==> config.mk <==
export PLATFORM = sky130hd
export DESIGN_NAME = lsf_tap
export DESIGN_NICKNAME = d
export VERILOG_FILES = /design/src/design/lsf_pkg.sv /design/src/design/lsf_tap.sv
export SDC_FILE = /design/constraint.sdc
export NUM_CORES = 1
export LEC_CHECK = 0
export ABC_AREA = 0
export BUFFER_PORTS_ARGS = -buffer_cell sky130_fd_sc_hd__buf_2
export CAP_MARGIN = 10
export CORE_UTILIZATION = 32
export CTS_CLUSTER_DIAMETER = 30
export CTS_CLUSTER_SIZE = 24
export DETAILED_ROUTE_END_ITERATION = 6
export GPL_TIMING_DRIVEN = 0
export MAX_ROUTING_LAYER = met4
export PLACE_DENSITY = 0.61
export RECOVER_POWER = 25
export SLEW_MARGIN = 0
export SYNTH_ARGS = -nofsm -noshare
export SYNTH_HDL_FRONTEND = slang
export SYNTH_SLANG_ARGS = --single-unit
==> constraint.sdc <==
create_clock -name clk -period 6.4 [get_ports clk]
set_input_delay 0 -clock clk [delete_from_list [all_inputs] [get_ports clk]]
set_output_delay 0 -clock clk [all_outputs]
set_load 0.03 [all_outputs]
==> src/design/lsf_pkg.sv <==
// Shared types, constants and coefficient functions for the luma sharpening filter.
`timescale 1ns / 1ps

package lsf_pkg;

  localparam int SAMPLE_W   = 16;
  localparam int PAIR_W     = SAMPLE_W + 1;
  localparam int GAIN_W     = 16;
  localparam int GAIN_FRAC  = 12;
  localparam int MUL_SPLIT  = 24;   // low slice of the correction for the gain product
  localparam int FIFO_DEPTH = 16;   // power of two
  localparam int Q30_BITS   = 30;
  localparam int TAP_COUNT  = 16;

  localparam logic [SAMPLE_W-1:0]      PIXEL_MAX  = 16'hFFFF;
  localparam logic signed [GAIN_W-1:0] GAIN_RESET = 16'sd4096;

  // Q2.30 magnitudes: centre minus one is positive, side taps are negative
  localparam logic [31:0] CENTRE_Q30 = 32'd71041762;
  localparam logic [31:0] TAP_Q30 [TAP_COUNT] = '{
    32'd29317999, 32'd1409701, 32'd2124991, 32'd1151606,
    32'd248141,   32'd805455,  32'd340,     32'd462648,
    32'd0, 32'd0, 32'd0, 32'd0, 32'd0, 32'd0, 32'd0, 32'd0
  };

  // Input request and output request payloads
  typedef struct packed {
    logic [SAMPLE_W-1:0] sample;
    logic                end_of_line;
  } lsf_in_t;

  typedef struct packed {
    logic [SAMPLE_W-1:0] pixel;
    logic                line_done;
  } lsf_out_t;

  // Side-band info that travels alongside the arithmetic pipeline
  typedef struct packed {
    logic                valid;
    logic                filt;
    logic                last;
    logic [SAMPLE_W-1:0] samp;
  } lsf_meta_t;

  typedef enum logic {
    ST_RUN,
    ST_FLUSH
  } lsf_state_t;

  // Round a Q2.30 magnitude half up to frac fraction bits
  function automatic logic [31:0] coef_round(input logic [31:0] mag, input int frac);
    int          s;
    logic [31:0] r;
    s = Q30_BITS - frac;
    if (s <= 0) begin
      r = mag;
    end else begin
      r = (mag + (32'd1 << (s - 1))) >> s;
    end
    return r;
  endfunction

  // Coefficient magnitude of tap t (t = 0 is the centre term)
  function automatic logic [31:0] tap_coef(input int t, input int frac);
    logic [31:0] m;
    if (t == 0) begin
      m = CENTRE_Q30;
    end else if (t <= TAP_COUNT) begin
      m = TAP_Q30[t-1];
    end else begin
      m = '0;
    end
    return coef_round(m, frac);
  endfunction

endpackage

==> src/design/lsf_tap.sv <==
// Symmetric tap: adds a sample pair and multiplies by a fixed coefficient.
`timescale 1ns / 1ps

module lsf_tap import lsf_pkg::*; #(
  parameter int          COEF_W = 21,
  parameter logic [31:0] COEF   = 32'd1110028
) (
  input  logic                       clk,
  input  logic [SAMPLE_W-1:0]        a,
  input  logic [SAMPLE_W-1:0]        b,
  output logic [COEF_W+PAIR_W-1:0]   prod
);

  localparam logic [COEF_W-1:0] C = COEF[COEF_W-1:0];

  logic [PAIR_W-1:0] pair;

  assign pair = {1'b0, a} + {1'b0, b};

  // registered product, unsigned magnitude
  always_ff @(posedge clk) begin
    prod <= (COEF_W + PAIR_W)'(pair) * (COEF_W + PAIR_W)'(C);
  end

endmodule

Yosys cells after proc, flatten, opt, wreduce, memory -nomap -nowiden
Index checks and enable logic that the tools add are counted.
- $add $sub $neg: 1
- $mul: 1
- operators with widths (operator ; count):
    $mul 17x19->36 const B ; 1
    $add 16x16->17 ; 1
- word-level logic and storage cells: 3
- bits of input ports: 33
- output and inout port bits: 38
- register bits after elaboration: 36

Depth between registers and ports, before layout
- depth after elaboration: 2
- depth in mapped cells: 27

Least setup slack after synthesis
Ideal clock, no wire load.
- kind: input to register
- start point: input port a[0]
- end point: register prod[30]
- library setup time: 122 ps
- path buffers: 1
- path slack: -2 ps
- stages on the path: 25
- arrival time: 6280 ps
- cell sequence: ha_1 > fa_1 > a211o_1 > a21oi_2 > o311ai_1 > a2111oi_0 > o21bai_1 > xnor2_1 > inv_1 > ha_1 > ha_1 > inv_1 > fa_1 > inv_1 > fa_1 > fa_1 > ha_1 > ha_1 > clkbuf_1 > and3_1 > and3_1 > a22o_1 > a31oi_1 > nor3b_1 > a311o_1
- longest elaborated chain between the ends: 2
- RTL lines (item ; RTL line ; source):
    start: declaration ; lsf_tap.sv:9 ; input logic [SAMPLE_W-1:0] a,
    $add 16x16->17 ; lsf_tap.sv:18 ; assign pair = {1'b0, a} + {1'b0, b};
    $mul 17x19->36 ; lsf_tap.sv:22 ; prod <= (COEF_W + PAIR_W)'(pair) * (COEF_W + PAIR_W)'(C);
    end signal: assignment ; lsf_tap.sv:22 ;
    end: declaration ; lsf_tap.sv:11 ; output logic [COEF_W+PAIR_W-1:0] prod
Every way passes these cells.

Worst setup path in the final report
Ends and elaborated chain as after synthesis.

==> impl_metrics.tcl <==
set metrics [dict create \
    data_required_time_of_the_critical_path_ns 6.58 \
    failed_checks "design-rule violations" \
    postSynthAreaPerCell_sq_um 9.51 \
    worst-path-buf-inv 4 \
    worstHoldPathCells 2 \
    setup.worst_path.start_class "primary input" \
    fillers 1833 \
    end_point_of_the_worst_hold_path "prod[2]" \
    tightestPinTransition_ns 0.870 \
    core-area_sq_um 18000 \
    yosys.cell_types.count 60 \
    synth_sequential_area_ratio_pct 12.3 \
    groute.usage.overall_pct 14.4 \
    vias_in_the_first_global_route 4282 \
    clk_transition_reported_paths_ns 0.06 \
    starting_density_of_the_core_pct 32.7 \
    largest_register_ffs 36 \
    avgViaCountPerCell 4.76 \
    worstSetupPathType "primary input to flip-flop" \
    final_antenna_net_count 0 \
    max-cap-violations 0 \
    synthArstFlopShare_pct 0 \
    detail_route.drc_violations 2 \
    die-area_sq_um 18900 \
    cts_made_buffers 5 \
    antenna_diode_count 0 \
    row_count 49 \
    path_delay_family "adder cells" \
    synth_top_cell_area_share_pct 32.6 \
    max_stage_delay_ns 0.58 \
    ys_top_cells_by_area "sky130_fd_sc_hd__ha_1 33%, sky130_fd_sc_hd__fa_1 17%, sky130_fd_sc_hd__dfxtp_1 12%, sky130_fd_sc_hd__inv_1 6.4%, sky130_fd_sc_hd__xnor2_1 4.2%" \
    slew_headroom_pct 41.8 \
    fraction_of_layout_cells_with_a_size_suffix_above_1_pct 16.5 \
    data_arrival_time_of_the_critical_path_ns 6.35 \
    yosys_warnings 0 \
    max_flop_register "prod" \
    worst_path_max_delay_cell "sky130_fd_sc_hd__fa_1" \
    grt_max_degree 13 \
    grt-ovfl-total 0 \
    timing.final.crit_period_ns 6.17 \
    holdWs_ns 0.0826 \
    outcome "finished with violations" \
    synth_most_common_cell "sky130_fd_sc_hd__ha_1" \
    clock_sink_count 36 \
    pin_count 71 \
    hold_path_startpoint "b[0]" \
    wl_per_cell_um 13.4 \
    yosys_register_bits 36 \
    worstPathMaxFanout 7 \
    slew_viol_final 0 \
    clk_root_buffer_cell "sky130_fd_sc_hd__clkbuf_16" \
    max_clock_freq_mhz 162 \
    detail_route.iter0.violations 156 \
    tritoncts "done" \
    ctsHtreeMaxLevel 2 \
    antenna_found_initial 0 \
    post_synth_most_frequent_cells "153 x sky130_fd_sc_hd__ha_1, 100 x sky130_fd_sc_hd__inv_1, 51 x sky130_fd_sc_hd__fa_1, 36 x sky130_fd_sc_hd__a21oi_1, 36 x sky130_fd_sc_hd__dfxtp_1" \
    placer_congestion 0.868 \
    synth_enable_flop_cells 0 \
    clk_path_buf_depth 2 \
    crit_startpoint "a[0]" \
    largest_registers "prod: 36 flops" \
    ys.flop_type "sky130_fd_sc_hd__dfxtp_1" \
    wl_um 12500 \
    min_path_type "primary input to flip-flop" \
    placement.io_buffers 68 \
    via_count 4439 \
    die_w_um 137 \
    first_pass_iters 7 \
    layout_worst_path_cycle_share_pct 96.4 \
    post_synth_inst_count 618 \
    dp.final_hpwl_um 10900 \
    synthesized_area_sq_um 5870 \
    die-height_um 137 \
    fin_setup_tns_ns 0 \
    report.final.setup_viol 0 \
    finish.net_count 939 \
    critPathCaptureType "flip-flop" \
    grt_pass1_wl_um 20500 \
    hold_violations 0 \
    area_delta_synth_final_pct 18.2 \
    synthDominantAreaCellType "sky130_fd_sc_hd__ha_1" \
]
-- per-stage QoR --
| stage | area [sq um] | std cells | util [%] | setup WS, ns |
|---|---|---|---|---|
| floorplan | 5880 | 619 | - | 0.0509 |
| global placement | 6510 | 916 | 36.2 | -0.877 |
| detailed placement | 6520 | 917 | 36.3 | -0.954 |
| CTS | 6730 | 927 | 37.5 | 0.00580 |
| global route | 6940 | 932 | 38.6 | -0.00463 |
| finish | 6940 | 932 | 38.6 | 0.229 |
-- routing by layer --
| metal | up-vias | track usage, % | part of all wire, % |
|---|---|---|---|
| li1 | 2286 | - | - |
| met1 | 2088 | 18.2 | 47 |
| met2 | 56 | 24.0 | 49 |
| met3 | 9 | 2.13 | 2.9 |
| met4 | 0 | 3.72 | 1.2 |
| met5 | - | - | 0 |
-- cell usage in the layout, fill, tap and decap left out, types with 6 or more instances in the layout --
cell	Yosys	layout
sky130_fd_sc_hd__xnor2_1	28	24
sky130_fd_sc_hd__o21a_1	9	9
sky130_fd_sc_hd__buf_2	1	54
sky130_fd_sc_hd__nor2_1	21	21
sky130_fd_sc_hd__ha_1	153	147
sky130_fd_sc_hd__nand2_1	22	21
sky130_fd_sc_hd__fa_1	51	50
sky130_fd_sc_hd__xor2_1	16	14
sky130_fd_sc_hd__buf_4	2	10
sky130_fd_sc_hd__a21oi_1	36	35
sky130_fd_sc_hd__clkbuf_1	6	21
sky130_fd_sc_hd__nand3_1	10	9
sky130_fd_sc_hd__a21o_1	26	26
sky130_fd_sc_hd__dfxtp_1	36	36
sky130_fd_sc_hd__a31oi_1	8	6
sky130_fd_sc_hd__inv_1	100	99
sky130_fd_sc_hd__o21ai_0	12	11
-- cells by family (layout without fill, tap and decap cells) --
kind of cell / count (synthesis) / in the layout / share of synthesized area [%]
other: 1 / 2 / 0.0638
and+or+nand+nor: 89 / 89 / 7.45
AOI/OAI and AO/OA: 132 / 132 / 16.1
adders and majority gates: 204 / 204 / 50.0
DFF: 36 / 36 / 12.3
muxes: 2 / 2 / 0.362
buffers and inverters: 110 / 194 / 7.20
xor gates and xnor gates: 44 / 44 / 6.56
-- timing repair --
action	CTS	global route
buffers inserted	3	5
hold buffers	0	0
hold endpoints to repair	0	0
pin swaps	4	8
gates resized for setup	8	30
setup endpoints to repair	13	11
-- final cells by class --
cell class                      instances  area [sq um]  area share [%]
Tap cell                              229           287            4.13
Timing Repair Buffer                   77           385            5.55
Sequential cell                        36           721            10.4
Inverter                              100           375            5.41
Clock buffer                            5           125            1.80
Multi-Input combinational cell        473          4960            71.5
Clock inverter                          3          42.5           0.613
Buffer                                  9          43.8           0.631
-- how the worst max path moves through the flow --
stage | endpoint | slack (ns) | depth (start not counted)
floorplan | prod[30] | 0.05 | 25
global placement | prod[33] | -0.88 | 25
detailed placement | prod[33] | -0.95 | 25
CTS | prod[37] | 0.006 | 26
global route | prod[33] | -0.005 | 25
finish | prod[30] | 0.23 | 25
Power is left out: the tool's default activity adds up to more than one toggle a clock period on the data nets, which glitch-free logic cannot reach.
