### src/design/lsf_pkg.sv
// Shared types, constants and coefficient functions for the luma sharpening filter.
`timescale 1ns / 1ps

package lsf_pkg;

  localparam int SAMPLE_W   = 16;
  localparam int PAIR_W     = SAMPLE_W + 1;
  localparam int GAIN_W     = 16;
  localparam int GAIN_FRAC  = 12;
  localparam int MUL_SPLIT  = 24;   // low slice of the correction for the gain product
  localparam int FIFO_DEPTH = 16;   // power of two
  localparam int Q30_BITS   = 30;
  localparam int TAP_COUNT  = 16;

  localparam logic [SAMPLE_W-1:0]      PIXEL_MAX  = 16'hFFFF;
  localparam logic signed [GAIN_W-1:0] GAIN_RESET = 16'sd4096;

  // Q2.30 magnitudes: centre minus one is positive, side taps are negative
  localparam logic [31:0] CENTRE_Q30 = 32'd71041762;
  localparam logic [31:0] TAP_Q30 [TAP_COUNT] = '{
    32'd29317999, 32'd1409701, 32'd2124991, 32'd1151606,
    32'd248141,   32'd805455,  32'd340,     32'd462648,
    32'd0, 32'd0, 32'd0, 32'd0, 32'd0, 32'd0, 32'd0, 32'd0
  };

  // Input request and output request payloads
  typedef struct packed {
    logic [SAMPLE_W-1:0] sample;
    logic                end_of_line;
  } lsf_in_t;

  typedef struct packed {
    logic [SAMPLE_W-1:0] pixel;
    logic                line_done;
  } lsf_out_t;

  // Side-band info that travels alongside the arithmetic pipeline
  typedef struct packed {
    logic                valid;
    logic                filt;
    logic                last;
    logic [SAMPLE_W-1:0] samp;
  } lsf_meta_t;

  typedef enum logic {
    ST_RUN,
    ST_FLUSH
  } lsf_state_t;

  // Round a Q2.30 magnitude half up to frac fraction bits
  function automatic logic [31:0] coef_round(input logic [31:0] mag, input int frac);
    int          s;
    logic [31:0] r;
    s = Q30_BITS - frac;
    if (s <= 0) begin
      r = mag;
    end else begin
      r = (mag + (32'd1 << (s - 1))) >> s;
    end
    return r;
  endfunction

  // Coefficient magnitude of tap t (t = 0 is the centre term)
  function automatic logic [31:0] tap_coef(input int t, input int frac);
    logic [31:0] m;
    if (t == 0) begin
      m = CENTRE_Q30;
    end else if (t <= TAP_COUNT) begin
      m = TAP_Q30[t-1];
    end else begin
      m = '0;
    end
    return coef_round(m, frac);
  endfunction

endpackage

### src/design/lsf_post.sv
// Correction sum tree, gain product, rounding and clamping pipeline.
`timescale 1ns / 1ps

module lsf_post import lsf_pkg::*; #(
  parameter int RADIUS         = 8,
  parameter int COEF_FRAC_BITS = 24
) (
  input  logic                                    clk,
  input  logic                                    rst,
  input  logic signed [GAIN_W-1:0]                gain,
  input  logic [COEF_FRAC_BITS-3+PAIR_W-1:0]      prod [RADIUS+1],
  input  lsf_meta_t                               meta_in,
  output logic                                    res_valid,
  output lsf_out_t                                res
);

  localparam int COEF_W = COEF_FRAC_BITS - 3;
  localparam int PROD_W = COEF_W + PAIR_W;
  localparam int LVLS   = $clog2(RADIUS + 1);
  localparam int LEAVES = 1 << LVLS;
  localparam int CORR_W = PROD_W + LVLS + 1;
  localparam int HI_W   = CORR_W - MUL_SPLIT;
  localparam int PLO_W  = GAIN_W + MUL_SPLIT + 1;
  localparam int PHI_W  = GAIN_W + HI_W;
  localparam int GC_W   = CORR_W + GAIN_W;
  localparam int SH     = GAIN_FRAC + COEF_FRAC_BITS;
  localparam int TOT_W  = GC_W + 1;
  localparam int RND_W  = TOT_W + 1;
  localparam int Q_W    = RND_W - SH;
  localparam int MLEN   = LVLS + 3;
  localparam logic [RND_W-1:0] HALF = RND_W'(1) << (SH - 1);

  logic signed [CORR_W-1:0] leaf [LEAVES];
  logic signed [CORR_W-1:0] lvl  [LVLS][LEAVES/2];
  logic signed [CORR_W-1:0] corr;
  logic [MUL_SPLIT-1:0]     corr_lo;
  logic signed [HI_W-1:0]   corr_hi;
  logic signed [PLO_W-1:0]  p_lo;
  logic signed [PHI_W-1:0]  p_hi;
  logic signed [GC_W-1:0]   gc;
  logic signed [TOT_W-1:0]  cterm;
  logic signed [TOT_W-1:0]  total;
  logic [RND_W-1:0]         rnd;
  logic [Q_W-1:0]           q;
  logic [SAMPLE_W-1:0]      pix;
  lsf_meta_t                mline [MLEN];

  // leaves: centre term positive, side taps negative, padding zero
  for (genvar i = 0; i < LEAVES; i++) begin : g_leaf
    if (i == 0) begin : g_centre
      assign leaf[i] = CORR_W'(prod[i]);
    end else if (i <= RADIUS) begin : g_side
      assign leaf[i] = -(CORR_W'(prod[i]));
    end else begin : g_pad
      assign leaf[i] = '0;
    end
  end

  // registered adder tree, one level per cycle
  always_ff @(posedge clk) begin
    for (int i = 0; i < LEAVES / 2; i++) begin
      lvl[0][i] <= leaf[2*i] + leaf[2*i+1];
    end
    for (int l = 1; l < LVLS; l++) begin
      for (int i = 0; i < (LEAVES >> (l + 1)); i++) begin
        lvl[l][i] <= lvl[l-1][2*i] + lvl[l-1][2*i+1];
      end
    end
  end

  assign corr    = lvl[LVLS-1][0];
  assign corr_lo = corr[MUL_SPLIT-1:0];
  assign corr_hi = corr[CORR_W-1:MUL_SPLIT];

  // gain product in two slices, then recombined
  always_ff @(posedge clk) begin
    p_lo <= gain * $signed({1'b0, corr_lo});
    p_hi <= gain * corr_hi;
    gc   <= (GC_W'(p_hi) <<< MUL_SPLIT) + GC_W'(p_lo);
    total <= TOT_W'(gc) + cterm;
  end

  assign cterm = $signed(TOT_W'(mline[LVLS+1].samp) << SH);

  // round half up; any negative total clamps to zero
  assign rnd = RND_W'($unsigned(total)) + HALF;
  assign q   = rnd[RND_W-1:SH];

  always_comb begin
    if (total[TOT_W-1]) begin
      pix = '0;
    end else if (|q[Q_W-1:SAMPLE_W]) begin
      pix = PIXEL_MAX;
    end else begin
      pix = q[SAMPLE_W-1:0];
    end
  end

  // side-band line, aligned with the arithmetic stages
  always_ff @(posedge clk) begin
    if (rst) begin
      for (int i = 0; i < MLEN; i++) begin
        mline[i].valid <= 1'b0;
      end
      res_valid <= 1'b0;
    end else begin
      mline[0] <= meta_in;
      for (int i = 1; i < MLEN; i++) begin
        mline[i] <= mline[i-1];
      end
      res_valid <= mline[MLEN-1].valid;
    end
  end

  // result register: filtered value or passed-through sample
  always_ff @(posedge clk) begin
    res.pixel     <= mline[MLEN-1].filt ? pix : mline[MLEN-1].samp;
    res.line_done <= mline[MLEN-1].last;
  end

endmodule

### config.mk
export PLATFORM = sky130hd
export DESIGN_NAME = lsf_post
export DESIGN_NICKNAME = d
export VERILOG_FILES = /design/src/design/lsf_pkg.sv /design/src/design/lsf_post.sv
export SDC_FILE = /design/constraint.sdc
export NUM_CORES = 2
export LEC_CHECK = 0
export BUFFER_PORTS_ARGS = -buffer_cell sky130_fd_sc_hd__buf_2
export CAP_MARGIN = 20
export CORE_UTILIZATION = 45
export CTS_CLUSTER_DIAMETER = 80
export DETAILED_ROUTE_END_ITERATION = 8
export GPL_TIMING_DRIVEN = 1
export HOLD_SLACK_MARGIN = 0.03
export SLEW_MARGIN = 15
export SYNTH_ARGS = -nofsm -noshare
export SYNTH_HDL_FRONTEND = slang
export SYNTH_SLANG_ARGS = --single-unit
### constraint.sdc
create_clock -name clk -period 10.4 [get_ports clk]
set_input_delay 1.56 -clock clk [delete_from_list [all_inputs] [get_ports clk]]
set_output_delay 1.56 -clock clk [all_outputs]
set_load 0.005 [all_outputs]
Word level (Yosys, flattened, before mapping)
Memories as Yosys holds them, arrays and structs flattened.
Index checks and enable logic that the tools add are counted.

cells by class
  add/sub/neg operators = 22
  multiply operators = 2
  muxes and demuxes = 13
  bitwise gates (word level) = 7
  reduce and logical (&&, ||, !) cells = 1

operators by type and width
  kind                                                               count
  43-bit adder                                                       8
  38-bit negator with 43-bit output                                  8
  60-bit by 36-bit adder with 61-bit output (second input constant)  1
  59-bit by 53-bit adder with 60-bit output                          1
  59-bit by 41-bit adder with 59-bit output                          1
  16-bit two-way mux                                                 3
  39-bit by 43-bit adder with 43-bit output                          1
  43-bit adder (both inputs constant)                                1
  43-bit adder (second input constant)                               1
  16-bit by 25-bit multiplier with 41-bit output                     1
  16-bit by 19-bit multiplier with 35-bit output                     1
  1-bit two-way mux                                                  10
  9-bit OR reduction                                                 1
  1-bit OR                                                           7

word-level totals
  flip-flop bits (word level) = 213
  bits in writable memories = 993
  input port bits = 379
  logic and storage cells = 54
  memories = 2

memories
  memory  words  bits a word  read ports  clocked after Yosys merged registers in  write ports  line            text
  lvl     4      215          4           0                                        4            lsf_post.sv:34  logic signed [CORR_W-1:0] lvl [LVLS][LEAVES/2];
  mline   7      19           7           0                                        7            lsf_post.sv:46  lsf_meta_t mline [MLEN];

Logic depth before layout (Yosys ltp)
  depth in word-level cells = 5
  depth in mapped cells = 25

Worst setup path after synthesis
No wires, ideal clock.

  path type = input port to flip-flop
  from = input port gain[7]
  to = register p_lo[37]
  setup time = 72 ps
  data arrival time = 7188 ps
  data required time = 10328 ps
  setup slack = 3140 ps
  cell stages on the path = 24
  path buffers = 2
  cell sequence = clkbuf_1 > clkbuf_1 > nand2_1 > fa_1 > inv_1 > fa_1 > inv_1 > fa_1 > inv_1 > fa_1 > fa_1 > inv_1 > fa_1 > inv_1 > ha_1 > a21o_1 > a21o_1 > and3_1 > a221oi_1 > a41oi_1 > o21ai_0 > o21ai_0 > a21oi_1 > xnor2_1

on the way
  longest elaborated chain between the ends = 1

RTL lines
  item                                            line            text
  from (decl)                                     lsf_post.sv:10  input logic signed [GAIN_W-1:0] gain,
  16-bit by 25-bit multiplier with 41-bit output  lsf_post.sv:77  p_lo <= gain * $signed({1'b0, corr_lo});
  to (signal assigned)                            lsf_post.sv:77
  to (decl)                                       lsf_post.sv:38  logic signed [PLO_W-1:0] p_lo;

Every way passes these cells.
A chain may end at the register's enable or synchronous reset.

Worst setup path in the final report
  from = input port gain[5]
  to = register p_lo[37]

The elaborated chain is that of the path after synthesis.

==> impl_metrics.json <==
{
  "layout_setup_ws_ns": 2.706,
  "grt_usage_pct": 22.15,
  "start_util_pct": 45.50,
  "antenna_found_initial": 14,
  "ctsHoldBuffers": 0,
  "synth_area_leaders": "fa_1 20%, dfxtp_1 20%, ha_1 14%",
  "core_um2": 134000,
  "grt_pass1_wl_mm": 241.7,
  "insertion_delay_ns": 0.69,
  "dieWidth_um": 370.0,
  "vias": 44870,
  "r2r_cells": 22,
  "syn_nets": 8201,
  "crit_family": "adder cells",
  "grt_pass1_vias": 46410,
  "drtPass1Iterations": 5,
  "timing.final.hold_violations": 0,
  "fin_skew_ns": 0.03901,
  "syn_to_final_growth_pct": 10.87,
  "period_needed_ns": 7.694,
  "synth_enable_flop_cells": 126,
  "critPathArrivalTime_ns": 8.26,
  "maxCapViolCount": 0,
  "drt_iter0_markers": 2351,
  "crit_type": "in -> reg",
  "synth_cell_types": 84,
  "num_rows": 134,
  "min_path_cells": 0,
  "relSlewSlack_pct": 23.16,
  "htree_num_levels": 3,
  "cp_max_fo": 26,
  "overflow": 0,
  "fin_nets": 8547,
  "fill_cells": 12540,
  "synth_common_cells": "1,142 x inv_1, 705 x ha_1, 618 x fa_1",
  "synth_top_cell_by_area": "fa_1",
  "slowest_delay_ns": 0.54,
  "numClockSinks": 725,
  "syn_area_um2": 60950,
  "wirelength_mm": 148.4,
  "drive_above_1_share_pct": 8.842,
  "wl_per_cell_um": 17.10,
  "cp_num_buf_inv": 7,
  "gp_congestion": 0.9324,
  "setup_viol": 0,
  "worst_pin_slew_ns": 1.153,
  "async_reset_ff_share_pct": 0,
  "numCtsBuffers": 80,
  "ys_warn_count": 0,
  "crit_path_end_kind": "register",
  "synth_most_common_cell": "inv_1",
  "synth.yosys.seq_area_share_pct": 25.88,
  "status": "completed",
  "dieArea_um2": 136900,
  "path_cells": "buf_2, buf_4, nand2_1, fa_1, inv_1, fa_1, inv_1, fa_1, inv_1, fa_1, fa_1, inv_1, fa_1, inv_1, ha_1, nand4_1, nor3_1, and3_1, a221oi_1, a41oi_1, o21ai_0, o21ai_0, a21oi_1, xnor2_1",
  "pre_cts_ws_ns": 2.100,
  "cts_buffer_depth": 3,
  "post-cts-setup-buffer-count": 0,
  "crit_cells": 24,
  "path_common_cell": "fa_1",
  "cts_tree": "built",
  "maxSlewViolCount": 0,
  "io_pins": 397,
  "port_buffers": 396,
  "dp_hpwl_mm": 119.7,
  "timing.hold.ws_ns": 0.3246,
  "clkSlewWorstSetupHoldPaths_ns": 0.06,
  "required_ns": 10.97,
  "detail-route-antenna-nets": 0,
  "cp_slowest_cell": "fa_1",
  "setup-tns-final_ns": 0,
  "cp-start-kind": "primary input",
  "cts-resized-gates": 0,
  "syn_area_per_cell_um2": 9.378,
  "final-seq-area_um2": 15780,
  "die_h_um": 370.0,
  "synth_flop_cell": "dfxtp_1",
  "viasPerCell": 5.168,
  "multi_input_area_um2": 40290,
  "drc_errors": 0,
  "max_freq_mhz": 130.0,
  "grt_max_degree": 71,
  "hp-class": "reg -> reg",
  "ys_seq_elements": 725,
  "fin_crit_sh_pct": 73.98,
  "clock-root-buffer": "clkbuf_16",
  "synth_top_area_share_pct": 20.30,
  "final_core_util_pct": 50.44,
  "rsz0062_at_grt": "no",
  "syn_inst": 6499
}
worst paths after layout:
path              slack (ns)   startpoint    endpoint
hold reg to reg         0.32    lvl[0][3]  lvl[1][89]
setup reg to reg        3.54  lvl[3][193]    p_lo[37]
setup / recovery        2.71      gain[5]    p_lo[37]
hold / removal          0.32    lvl[0][3]  lvl[1][89]
registers in the layout (all words and copies together), names as in the netlist:
| register | cells |
|---|---|
| p_lo | 17 |
| p_hi | 35 |
| lvl | 473 |
| total | 25 |
| gc | 24 |
| res_valid | 1 |
| res | 17 |
| mline | 133 |
stage by stage:
step,cell area [µm²],instances
after floorplan,60950,6499
after global placement,64740,8531
after detailed placement,64740,8531
after CTS,67560,8678
after global routing,67570,8681
final,67570,8683
cell usage in the layout (no fill, tap or decap), types with 29 or more instances in the layout:
| cell | instances |
|---|---|
| inv_1 | 1141 |
| ha_1 | 705 |
| fa_1 | 618 |
| dfxtp_1 | 599 |
| nand2_1 | 558 |
| buf_2 | 396 |
| a21oi_1 | 353 |
| and2_1 | 290 |
| xnor2_1 | 289 |
| nor2_1 | 257 |
| a21o_1 | 200 |
| o21ai_0 | 167 |
| xor2_1 | 133 |
| edfxtp_1 | 126 |
| clkbuf_16 | 81 |
| nor3_1 | 75 |
| nand3_1 | 73 |
| nor2b_1 | 65 |
| o21a_1 | 61 |
| nand2b_1 | 60 |
| and3_1 | 54 |
| o21bai_1 | 53 |
| nand4_1 | 46 |
| a31oi_1 | 46 |
| o211ai_1 | 35 |
| a211oi_1 | 29 |
cell type report:
class	count	share of cell area [%]
Clock buffer	107	3.366
Antenna cell	5	0.01852
Sequential cell	725	23.35
Multi-Input combinational cell	4475	59.63
Tap cell	1768	3.274
Clock inverter	40	0.8036
Timing Repair Buffer	421	3.211
Inverter	1142	6.348
per-layer routing:
layer  vias up  GRT usage [%]  part of all wire [%]
li1      21910              -                     -
met1     21640          27.89                    43
met2      1077          38.63                    49
met3       235          3.235                   4.9
met4        12          7.478                   3.0
met5         -              0                 0.046
cell families after synthesis:
logic type	after synthesis	share of synthesized area (%)
and+or+nand+nor	1568	12.72
DFF	725	25.88
xor gates and xnor gates	422	6.064
muxes	22	0.3942
buffers and inverters	1299	8.002
AOI/OAI and AO/OA	1140	12.16
adders and majority gates	1323	34.77
worst reg2reg max path, cell delays in order, from the launching register on:
cell and delay (ns):
dfxtp_1 0.86, nand2_1 0.19, fa_1 0.57, inv_1 0.05
fa_1 0.48, inv_1 0.06, fa_1 0.49, inv_1 0.06
fa_1 0.50, fa_1 0.50, inv_1 0.05, fa_1 0.48
inv_1 0.04, ha_1 0.34, nand4_1 0.16, nor3_1 0.31
and3_1 0.20, a221oi_1 0.09, a41oi_1 0.48, o21ai_0 0.23
o21ai_0 0.31, a21oi_1 0.14, xnor2_1 0.15
Power is not shown: default switching activity piles up to over one toggle a cycle in this logic, so the estimate is an artifact.
