--- config.mk ---
export PLATFORM = sky130hd
export DESIGN_NAME = lsf_cell
export DESIGN_NICKNAME = d
export VERILOG_FILES = /design/src/design/lsf_pkg.sv /design/src/design/lsf_cell.sv
export SDC_FILE = /design/constraint.sdc
export NUM_CORES = 1
export LEC_CHECK = 0
export ABC_AREA = 1
export BUFFER_PORTS_ARGS = -buffer_cell sky130_fd_sc_hd__buf_2
export CORE_UTILIZATION = 37
export CTS_CLUSTER_SIZE = 24
export DETAILED_ROUTE_END_ITERATION = 12
export GPL_TIMING_DRIVEN = 0
export PLACE_DENSITY = 0.74
export SETUP_SLACK_MARGIN = 0.2
export SLEW_MARGIN = 20
export SYNTH_ARGS = -nofsm -noshare
export SYNTH_HDL_FRONTEND = slang
export SYNTH_SLANG_ARGS = --single-unit
--- constraint.sdc ---
create_clock -name clk -period 0.8 [get_ports clk]
set_clock_uncertainty 0.1 [all_clocks]
set_input_delay 0.04 -clock clk [delete_from_list [all_inputs] [get_ports clk]]
set_output_delay 0.04 -clock clk [all_outputs]
set_load 0.01 [all_outputs]
--- src/design/lsf_pkg.sv ---
// Shared types, constants and coefficient functions for the luma sharpening filter.
`timescale 1ns / 1ps

package lsf_pkg;

  localparam int SAMPLE_W   = 16;
  localparam int PAIR_W     = SAMPLE_W + 1;
  localparam int GAIN_W     = 16;
  localparam int GAIN_FRAC  = 12;
  localparam int MUL_SPLIT  = 24;   // low slice of the correction for the gain product
  localparam int FIFO_DEPTH = 16;   // power of two
  localparam int Q30_BITS   = 30;
  localparam int TAP_COUNT  = 16;

  localparam logic [SAMPLE_W-1:0]      PIXEL_MAX  = 16'hFFFF;
  localparam logic signed [GAIN_W-1:0] GAIN_RESET = 16'sd4096;

  // Q2.30 magnitudes: centre minus one is positive, side taps are negative
  localparam logic [31:0] CENTRE_Q30 = 32'd71041762;
  localparam logic [31:0] TAP_Q30 [TAP_COUNT] = '{
    32'd29317999, 32'd1409701, 32'd2124991, 32'd1151606,
    32'd248141,   32'd805455,  32'd340,     32'd462648,
    32'd0, 32'd0, 32'd0, 32'd0, 32'd0, 32'd0, 32'd0, 32'd0
  };

  // Input request and output request payloads
  typedef struct packed {
    logic [SAMPLE_W-1:0] sample;
    logic                end_of_line;
  } lsf_in_t;

  typedef struct packed {
    logic [SAMPLE_W-1:0] pixel;
    logic                line_done;
  } lsf_out_t;

  // Side-band info that travels alongside the arithmetic pipeline
  typedef struct packed {
    logic                valid;
    logic                filt;
    logic                last;
    logic [SAMPLE_W-1:0] samp;
  } lsf_meta_t;

  typedef enum logic {
    ST_RUN,
    ST_FLUSH
  } lsf_state_t;

  // Round a Q2.30 magnitude half up to frac fraction bits
  function automatic logic [31:0] coef_round(input logic [31:0] mag, input int frac);
    int          s;
    logic [31:0] r;
    s = Q30_BITS - frac;
    if (s <= 0) begin
      r = mag;
    end else begin
      r = (mag + (32'd1 << (s - 1))) >> s;
    end
    return r;
  endfunction

  // Coefficient magnitude of tap t (t = 0 is the centre term)
  function automatic logic [31:0] tap_coef(input int t, input int frac);
    logic [31:0] m;
    if (t == 0) begin
      m = CENTRE_Q30;
    end else if (t <= TAP_COUNT) begin
      m = TAP_Q30[t-1];
    end else begin
      m = '0;
    end
    return coef_round(m, frac);
  endfunction

endpackage

--- src/design/lsf_cell.sv ---
// One window cell: holds a sample and passes it to its neighbor on each shift.
`timescale 1ns / 1ps

module lsf_cell import lsf_pkg::*; (
  input  logic                clk,
  input  logic                shift,
  input  logic [SAMPLE_W-1:0] d,
  output logic [SAMPLE_W-1:0] q
);

  // window storage is undefined until written, so no reset
  always_ff @(posedge clk) begin
    if (shift) begin
      q <= d;
    end
  end

endmodule

* Word level (Yosys, flattened, before mapping) *
Index checks and enable logic that the tools add are counted.

word-level totals
  bits in registers = 16
  bits of input ports = 18
  output and inout bits = 16
  word-level logic and storage cells = 1

* Logic depth before layout (Yosys ltp) *
Gate-level depths: netlist of the first run.

  depth after elaboration = 0
  gate-level depth with buffers = 0
  mapped depth without buffers = 0

* Least setup slack after synthesis of the first run *
Ideal clock, no wire load.

  kind = register -> output
  start = register q[0]
  end = output q[0]
  arrival = 0.394 ns
  required time = 0.660 ns
  path slack = 0.266 ns
  cell stages (with the launch flop) = 1
  cells stage by stage = edfxtp_1

RTL lines
  item                    line            text
  start, declared         lsf_cell.sv:8   output logic [SAMPLE_W-1:0] q
  start signal, assigned  lsf_cell.sv:14  q <= d;

No word-level cell between the ends.

* Final worst setup path of the first run *
  start = register q[0]
  end = output q[0]

No word-level cell between the ends.

==> results of run 1 <==
## placed cells by master, fill, tap and decap left out
cell / instances
clkbuf_4: 3
clkinv_1: 1
edfxtp_1: 16
buf_2: 33
## Yosys cell counts (all sizes together)
master / number / area share
edfxtp: 16 / 1.0
## final cells by class
cell class / count / share of cell area
Clock buffer: 3 / 0.03267
Clock inverter: 1 / 0.005445
Tap cell: 14 / 0.02541
Timing Repair Buffer: 33 / 0.2396
Sequential cell: 16 / 0.6969
## report_power, final
part           switching, mW  internal [mW]
Clock                  0.225          0.181
Combinational         0.0772         0.0696
Sequential            0.0127          0.994
Total                  0.314           1.24
## per-layer routing
| metal | part of all wire | track usage | routed length [um] | vias to the layer above |
|---|---|---|---|---|
| met3 | 0.091 | 0.05233 | 61 | 0 |
| met1 | 0.35 | 0.09639 | 231 | 117 |
| met2 | 0.56 | 0.1737 | 375 | 20 |
| met4 | 0 | 0.1071 | 0 | 0 |
| met5 | 0 | 0 | 0 | - |
| li1 | - | - | - | 139 |
## worst max path at each step
stage / start / end / slack, ns / cells past startpoint
floorplan: q[0] / q[0] / 0.27 / 0
global placement: shift / q[5] / 0.03 / 1
detailed placement: shift / q[11] / 0.01 / 1
CTS: q[0] / q[0] / -0.16 / 1
global route: q[14] / q[14] / -0.19 / 1
finish: q[0] / q[0] / -0.14 / 1
## kinds of logic (layout without fill, tap and decap cells)
| group | Yosys count | in the layout | synth area share |
|---|---|---|---|
| buffers and inverters | 0 | 37 | 0 |
| flip-flops | 16 | 16 | 1.000 |
## metrics by stage
stage          instance area [um2]  hold WS (ns)
2_1_floorplan                480.5       0.03887
5_1_grt                      689.4       -0.1860
3_3_place_gp                 663.1        0.1173
3_5_place_dp                 663.1        0.1181
4_1_cts                      689.4       -0.1793
6_report                     689.4       -0.1654
## what timing repair did
| action | 4_1_cts | 5_1_grt |
|---|---|---|
| buffers inserted | 0 | 0 |
| setup endpoints to repair | 16 | 16 |
| hold endpoints to repair | 16 | 16 |
==> impl_metrics.csv, run 1 <==
group,metric,value,unit
status,status,"finished, violations left",
status,violations,"hold timing, setup timing",
cells_and_area,final_cells,67,
drt,ant_nets,0,
cells_and_area,regArea,480.5,um2
timing,rsz0062_at_grt,"yes",
synth,synthCells,16,
clocking,cts_tree,"yes",
critical_path,cp_max_fo,1,
timing,slew_violations,0,
placement,gp_congestion,0.5765,
drt,vias_per_cell,4.119,
cells_and_area,areaGrowthSynthToFinish,43.49,%
critical_path,arrival,0.80,ns
placement,dp_cells,63,
cells_and_area,drive_gt1_frac,0.6792,
placement,place.port_buffers,33,
timing,setup_viol,16,
drt,vias,276,
global_route,grt_pass1_vias,237,
cells_and_area,final_nets,72,
timing,period_share,1.176,
power,ir_worst_vdd,1.254,mV
power,p_per_area,2261,mW/mm2
critical_path,crit_chain,"buf_2",
timing,setup_slack,-0.1411,ns
worst_hold_path,whs_path_depth,1,
floorplanning,initial_utilization,0.4156,
critical_path,critPathTopFamily,"flip-flops",
worst_hold_path,hp-start,"d[10]",
synth,ys_types,1,
worst_hold_path,hold_path_end,"q[10]",
timing,fin_crit,0.9411,ns
drt,drc,0,
critical_path,slowest_delay,0.37,ns
power,p_total,1.559,mW
synth,yosysSeqAreaShare,1.000,
worst_hold_path,hp-class,"in2reg",
critical_path,crit_required,0.66,ns
timing,fmaxAchievable,1.063,GHz
drt,finalWirelength,667,um
timing,holdWs,-0.1654,ns
floorplanning,io_pins,34,
clocking,clockBufferDepth,2,
placement,place_ws,0.01499,ns
cells_and_area,num_antenna_cells,0,
floorplanning,rows,12,
floorplanning,core,0.001156,mm2
cells_and_area,final_core_util,0.5963,
floorplanning,die_w,38.04,um
synth,avgSynthCellArea,30.03,um2
synth,ys_ff_latch,16,
clocking,h-tree-depth,1,
critical_path,crit_buf_inv,1,
timing,slew_headroom,0.7839,
drt,dr.pass1.iters,4,
global_route,antenna_found_initial,0,
clocking,cts_root_buf,"clkbuf_4",
cells_and_area,num-multi-input-gates,0,
cells_and_area,n_fill_cell,88,
power,p_leak,0.3018,nW
global_route,gr-usage-all-layers,0.1090,
floorplanning,die_h,38.04,um
synth,yosys_warnings,0,
global_route,grt_remaining_overflow,0,
floorplanning,die_area,0.001447,mm2
critical_path,crit_path_end_kind,"output pin",
cells_and_area,multi_input_area,0,um2
timing,worst_pin_slew,0.3241,ns
cells_and_area,top_regs,"q: 16 flops",
drt,drt_iter0_markers,3,
cells_and_area,top_register,"q",
clocking,cts_resized,0,
synth,synth_area,480.5,um2
global_route,grt_max_degree,17,
synth,syn-num-nets,34,
critical_path,critPathKind,"reg2out",
timing,final.setup.tns,-1.904,ns
clocking,clk_pin_slew,0.08,ns
timing,hold_viol,16,
clocking,cts.sinks,16,
clocking,numCtsBuffers,3,
drt,post_drt_wl_per_cell,9.955,um
global_route,grt_pass1_wl,938,um
cells_and_area,largest_reg_flops,16,
critical_path,cp_slowest_cell,"edfxtp_1",
critical_path,cp-start-kind,"flop",
job,cap_violations,0,
Note: power is estimated with default switching activity, not from simulation.
==> inputs of run 2 (changes only) <==
--- a/config.mk
+++ b/config.mk
@@ -9,7 +9,9 @@
 export BUFFER_PORTS_ARGS = -buffer_cell sky130_fd_sc_hd__buf_2
-export CORE_UTILIZATION = 37
+export CORE_AREA = 2 2 39 41
 export CTS_CLUSTER_SIZE = 24
 export DETAILED_ROUTE_END_ITERATION = 12
+export DIE_AREA = 0 0 41 43
 export GPL_TIMING_DRIVEN = 0
-export PLACE_DENSITY = 0.74
+export PLACE_DENSITY = 0.72
+export RECOVER_POWER = 50
 export SETUP_SLACK_MARGIN = 0.2
==> constraint.sdc (replaced) <==
create_clock -name clk -period 1.1 [get_ports clk]
set_clock_uncertainty 0.1 [all_clocks]
set_input_delay 0.22 -clock clk [delete_from_list [all_inputs] [get_ports clk]]
set_output_delay 0.22 -clock clk [all_outputs]
set_load 0.01 [all_outputs]
==> impl_metrics.csv, run 2 (synthesized netlist as in run 1, its figures left out) <==
group,metric,value,unit
critical_path,crit_buf_inv,1,
cells_and_area,regArea,480.5,um2
timing,worst_pin_slew,0.3778,ns
cells_and_area,drive_gt1_frac,0.6792,
clocking,numCtsBuffers,3,
floorplanning,rows,14,
timing,setup_viol,5,
timing,slew_headroom,0.7481,
cells_and_area,final_common_cell,"buf_2",
critical_path,crit_chain,"buf_2",
cells_and_area,layout_common_cells,"buf_2 (32), edfxtp_1 (16), clkbuf_4 (3)",
critical_path,critPathKind,"reg2out",
clocking,cts.sinks,16,
timing,fmaxAchievable,0.9027,GHz
global_route,grt_remaining_overflow,0,
critical_path,cp_slowest_cell,"edfxtp_1",
clocking,clk_pin_slew,0.08,ns
timing,period_share,1.007,
cells_and_area,num_antenna_cells,0,
global_route,gr-usage-all-layers,0.09485,
timing,final.setup.tns,-0.02737,ns
timing,rsz0062_at_grt,"yes",
timing,setup_slack,-0.007756,ns
critical_path,crit_required,0.78,ns
power,p_per_area,1624,mW/mm2
timing,fin_crit,1.108,ns
cells_and_area,largest_reg_flops,16,
floorplanning,die_h,43,um
cells_and_area,num-multi-input-gates,0,
floorplanning,core,0.001384,mm2
floorplanning,io_pins,34,
placement,place.port_buffers,33,
drt,ant_nets,0,
placement,gp_congestion,0.6078,
floorplanning,die_area,0.001763,mm2
critical_path,slowest_delay,0.37,ns
critical_path,critPathTopFamily,"flip-flops",
cells_and_area,top_register,"q",
clocking,clockBufferDepth,2,
power,ir_worst_vdd,0.8575,mV
cells_and_area,n_fill_cell,122,
critical_path,cp-start-kind,"flop",
timing,slew_violations,0,
drt,vias_per_cell,4.290,
global_route,grt_pass1_vias,263,
drt,dr.pass1.iters,2,
critical_path,arrival,0.79,ns
global_route,grt_max_degree,17,
status,violations,"setup timing",
drt,drt_iter0_markers,1,
global_route,grt_pass1_wl,1.028,mm
cells_and_area,multi_input_area,0,um2
job,cap_violations,0,
power,p_leak,0.3046,nW
critical_path,cp_max_fo,1,
floorplanning,die_w,41,um
drt,drc,0,
drt,post_drt_wl_per_cell,11.64,um
global_route,antenna_found_initial,0,
critical_path,crit_path_end_kind,"output pin",
cells_and_area,areaGrowthSynthToFinish,45.31,%
clocking,cts_tree,"yes",
clocking,cts_root_buf,"clkbuf_4",
cells_and_area,top_regs,"q: 16 flops",
worst_hold_path,hp-class,"in2reg",
drt,vias,296,
clocking,h-tree-depth,1,
drt,finalWirelength,803,um
placement,dp_cells,65,
status,status,"finished, violations left",
timing,hold_viol,0,
floorplanning,initial_utilization,0.3472,
cells_and_area,final_cells,69,
cells_and_area,final_nets,73,
[run 2: changes by cell type in the layout (fill, tap and decap cells not counted)]
| cell | before | now |
|---|---|---|
| buf_2 | 33 | 32 |
| clkbuf_2 | 0 | 1 |
| clkinv_1 | 1 | 0 |
| dlygate4sd3_1 | 0 | 1 |
[run 2: path summary, 6_finish.rpt]
kind / startpoint / to / slack (ns) / depth (start not counted)
min: d[9] / q[9] / 0.01 / 1
max: q[8] / q[8] / -0.008 / 1
[run 2: layout make-up]
| type | count | area share |
|---|---|---|
| clock buffer | 3 | 0.03226 |
| timing repair buffer | 34 | 0.2509 |
| tap | 16 | 0.02867 |
| sequential | 16 | 0.6882 |
[run 2: routing by layer]
layer | part of all wire | GRT usage | routed length, um
met4 | 0.0062 | 0.08000 | 5
met5 | 0 | 0 | 0
met2 | 0.54 | 0.1406 | 437
met3 | 0.12 | 0.04712 | 99
met1 | 0.33 | 0.09123 | 261
[run 2: power by group]
part           leakage (nW)  switching, mW  internal, mW
logic                 0.134         0.0575        0.0530
registers             0.157        0.00860         0.723
clock network        0.0138          0.165         0.127
total                 0.305          0.231         0.903
[run 2: metrics by stage]
step | total power [mW] | instance area, um2 | hold WS, ns | utilization | worst slack [ns]
2_1_floorplan | 0.7771 | 480.5 | 0.2189 | - | 0.3862
3_3_place_gp | 0.8525 | 665.6 | 0.2969 | 0.4810 | 0.1419
3_5_place_dp | 0.8568 | 665.6 | 0.2981 | 0.4810 | 0.1156
4_1_cts | 1.151 | 688.2 | -0.0007363 | 0.4973 | -0.03289
5_1_grt | 1.185 | 698.2 | -0.005063 | 0.5045 | -0.07575
6_report | 1.134 | 698.2 | 0.01245 | 0.5045 | -0.007756
[run 2: repair_timing]
action | CTS | global route
setup buffers | 0 | 0
endpoints found under the setup margin | 16 | 16
endpoints found under the hold margin | 1 | 5
resized for setup | 0 | 0
==> inputs of run 3 (changes only) <==
BUFFER_PORTS_ARGS = -buffer_cell sky130_fd_sc_hd__buf_4   (was -buffer_cell sky130_fd_sc_hd__buf_2)
HOLD_SLACK_MARGIN = 0.05   (was not set)
==> impl_metrics.csv, run 3 (synthesized netlist as in run 1, its figures left out) <==
group,metric,value,unit
cells_and_area,num_antenna_cells,0,
floorplanning,io_pins,34,
cells_and_area,top_regs,"q: 16 flops",
timing,setup_slack,-0.02063,ns
placement,dp_cells,65,
critical_path,crit_required,0.78,ns
drt,vias,301,
cells_and_area,final_common_cell,"clkbuf_4",
critical_path,crit_chain,"buf_6",
critical_path,slowest_delay,0.40,ns
cells_and_area,top_register,"q",
global_route,grt_pass1_wl,1.076,mm
cells_and_area,largest_reg_flops,16,
worst_hold_path,hp-start,"d[3]",
critical_path,cp-start-kind,"flop",
drt,ant_nets,0,
worst_hold_path,hold_path_end,"q[3]",
timing,worst_pin_slew,0.2043,ns
floorplanning,initial_utilization,0.3472,
floorplanning,core,0.001384,mm2
timing,fin_crit,1.121,ns
drt,drc,0,
status,violations,"setup timing",
critical_path,critPathKind,"reg2out",
cells_and_area,drive_gt1_frac,0.6923,
clocking,cts_root_buf,"clkbuf_4",
critical_path,cp_slowest_cell,"edfxtp_1",
cells_and_area,layout_common_cells,"clkbuf_4 (19), edfxtp_1 (16), buf_6 (15)",
timing,slew_headroom,0.8638,
cells_and_area,final_nets,72,
cells_and_area,multi_input_area,0,um2
power,ir_worst_vdd,0.8962,mV
placement,gp_congestion,0.5999,
worst_hold_path,whs_path_depth,1,
global_route,grt_max_degree,17,
placement,place.port_buffers,33,
drt,post_drt_wl_per_cell,12.63,um
timing,rsz0062_at_grt,"yes",
global_route,grt_pass1_vias,273,
global_route,grt_remaining_overflow,0,
critical_path,cp_max_fo,1,
timing,period_share,1.019,
power,p_per_area,1453,mW/mm2
critical_path,startpoint,"q[13]",
clocking,numCtsBuffers,3,
cells_and_area,final_cells,68,
cells_and_area,areaGrowthSynthToFinish,72.14,%
global_route,gr-usage-all-layers,0.1012,
critical_path,crit_path_end_kind,"output pin",
clocking,cts.sinks,16,
job,cap_violations,0,
drt,dr.pass1.iters,2,
critical_path,critPathTopFamily,"flip-flops",
clocking,cts_tree,"yes",
timing,fmaxAchievable,0.8924,GHz
cells_and_area,num-multi-input-gates,0,
timing,setup_viol,15,
clocking,clockBufferDepth,2,
floorplanning,die_area,0.001763,mm2
floorplanning,rows,14,
critical_path,arrival,0.80,ns
floorplanning,die_h,43,um
floorplanning,die_w,41,um
clocking,clk_pin_slew,0.08,ns
timing,slew_violations,0,
drt,drt_iter0_markers,10,
worst_hold_path,hp-class,"in2reg",
status,status,"finished, violations left",
timing,holdWs,0.03989,ns
drt,vias_per_cell,4.426,
drt,finalWirelength,859,um
global_route,antenna_found_initial,0,
clocking,cts_setup_buffers,0,
clocking,h-tree-depth,1,
power,p_leak,0.3444,nW
timing,hold_viol,0,
critical_path,crit_buf_inv,1,
## run 3: cell type report
type	instances	area [um2]
fill	116	556.8
sequential	16	480.5
timing repair buffer	33	304.0
clock buffer	3	22.52
tap	16	20.02
## run 3: where the power goes
part | leakage, nW | total [mW] | switching [mW] | internal [mW]
clock | 0.0138 | 0.286 | 0.160 | 0.127
combinational | 0.174 | 0.171 | 0.0574 | 0.113
sequential | 0.157 | 0.744 | 0.0199 | 0.725
total | 0.344 | 1.20 | 0.237 | 0.964
## run 3: worst max-delay path by stage
stage / end / cells past startpoint
CTS: q[13] / 1
global route: q[11] / 1
global placement: q[2] / 1
detailed placement: q[2] / 1
finish: q[13] / 1
floorplan: q[0] / 0
## run 3: repair_timing
| item | CTS | global route |
|---|---|---|
| endpoints found under the hold margin | 16 | 16 |
| setup endpoints to repair | 16 | 16 |
| resized for setup | 8 | 7 |
## run 3: stage by stage
step                      setup TNS, ns  worst slack [ns]  utilization  total power [mW]  instance area (um2)
after detailed placement              0            0.2409       0.5407            0.9003                748.2
after global placement                0            0.2553       0.5407            0.8955                748.2
final                           -0.1772          -0.02063       0.5976             1.201                827.0
after floorplan                       0            0.3862            -            0.7771                480.5
after global routing            -0.7753          -0.07145       0.5976             1.253                827.0
after CTS                       -0.3848          -0.03858       0.5787             1.210                800.8
## run 3: metal layers
metal,part of all wire,vias to the layer above,GRT usage
met5,0,-,0
met4,0.014,0,0.1000
met3,0.14,2,0.04188
met2,0.52,21,0.1594
met1,0.33,141,0.08481
li1,-,137,-
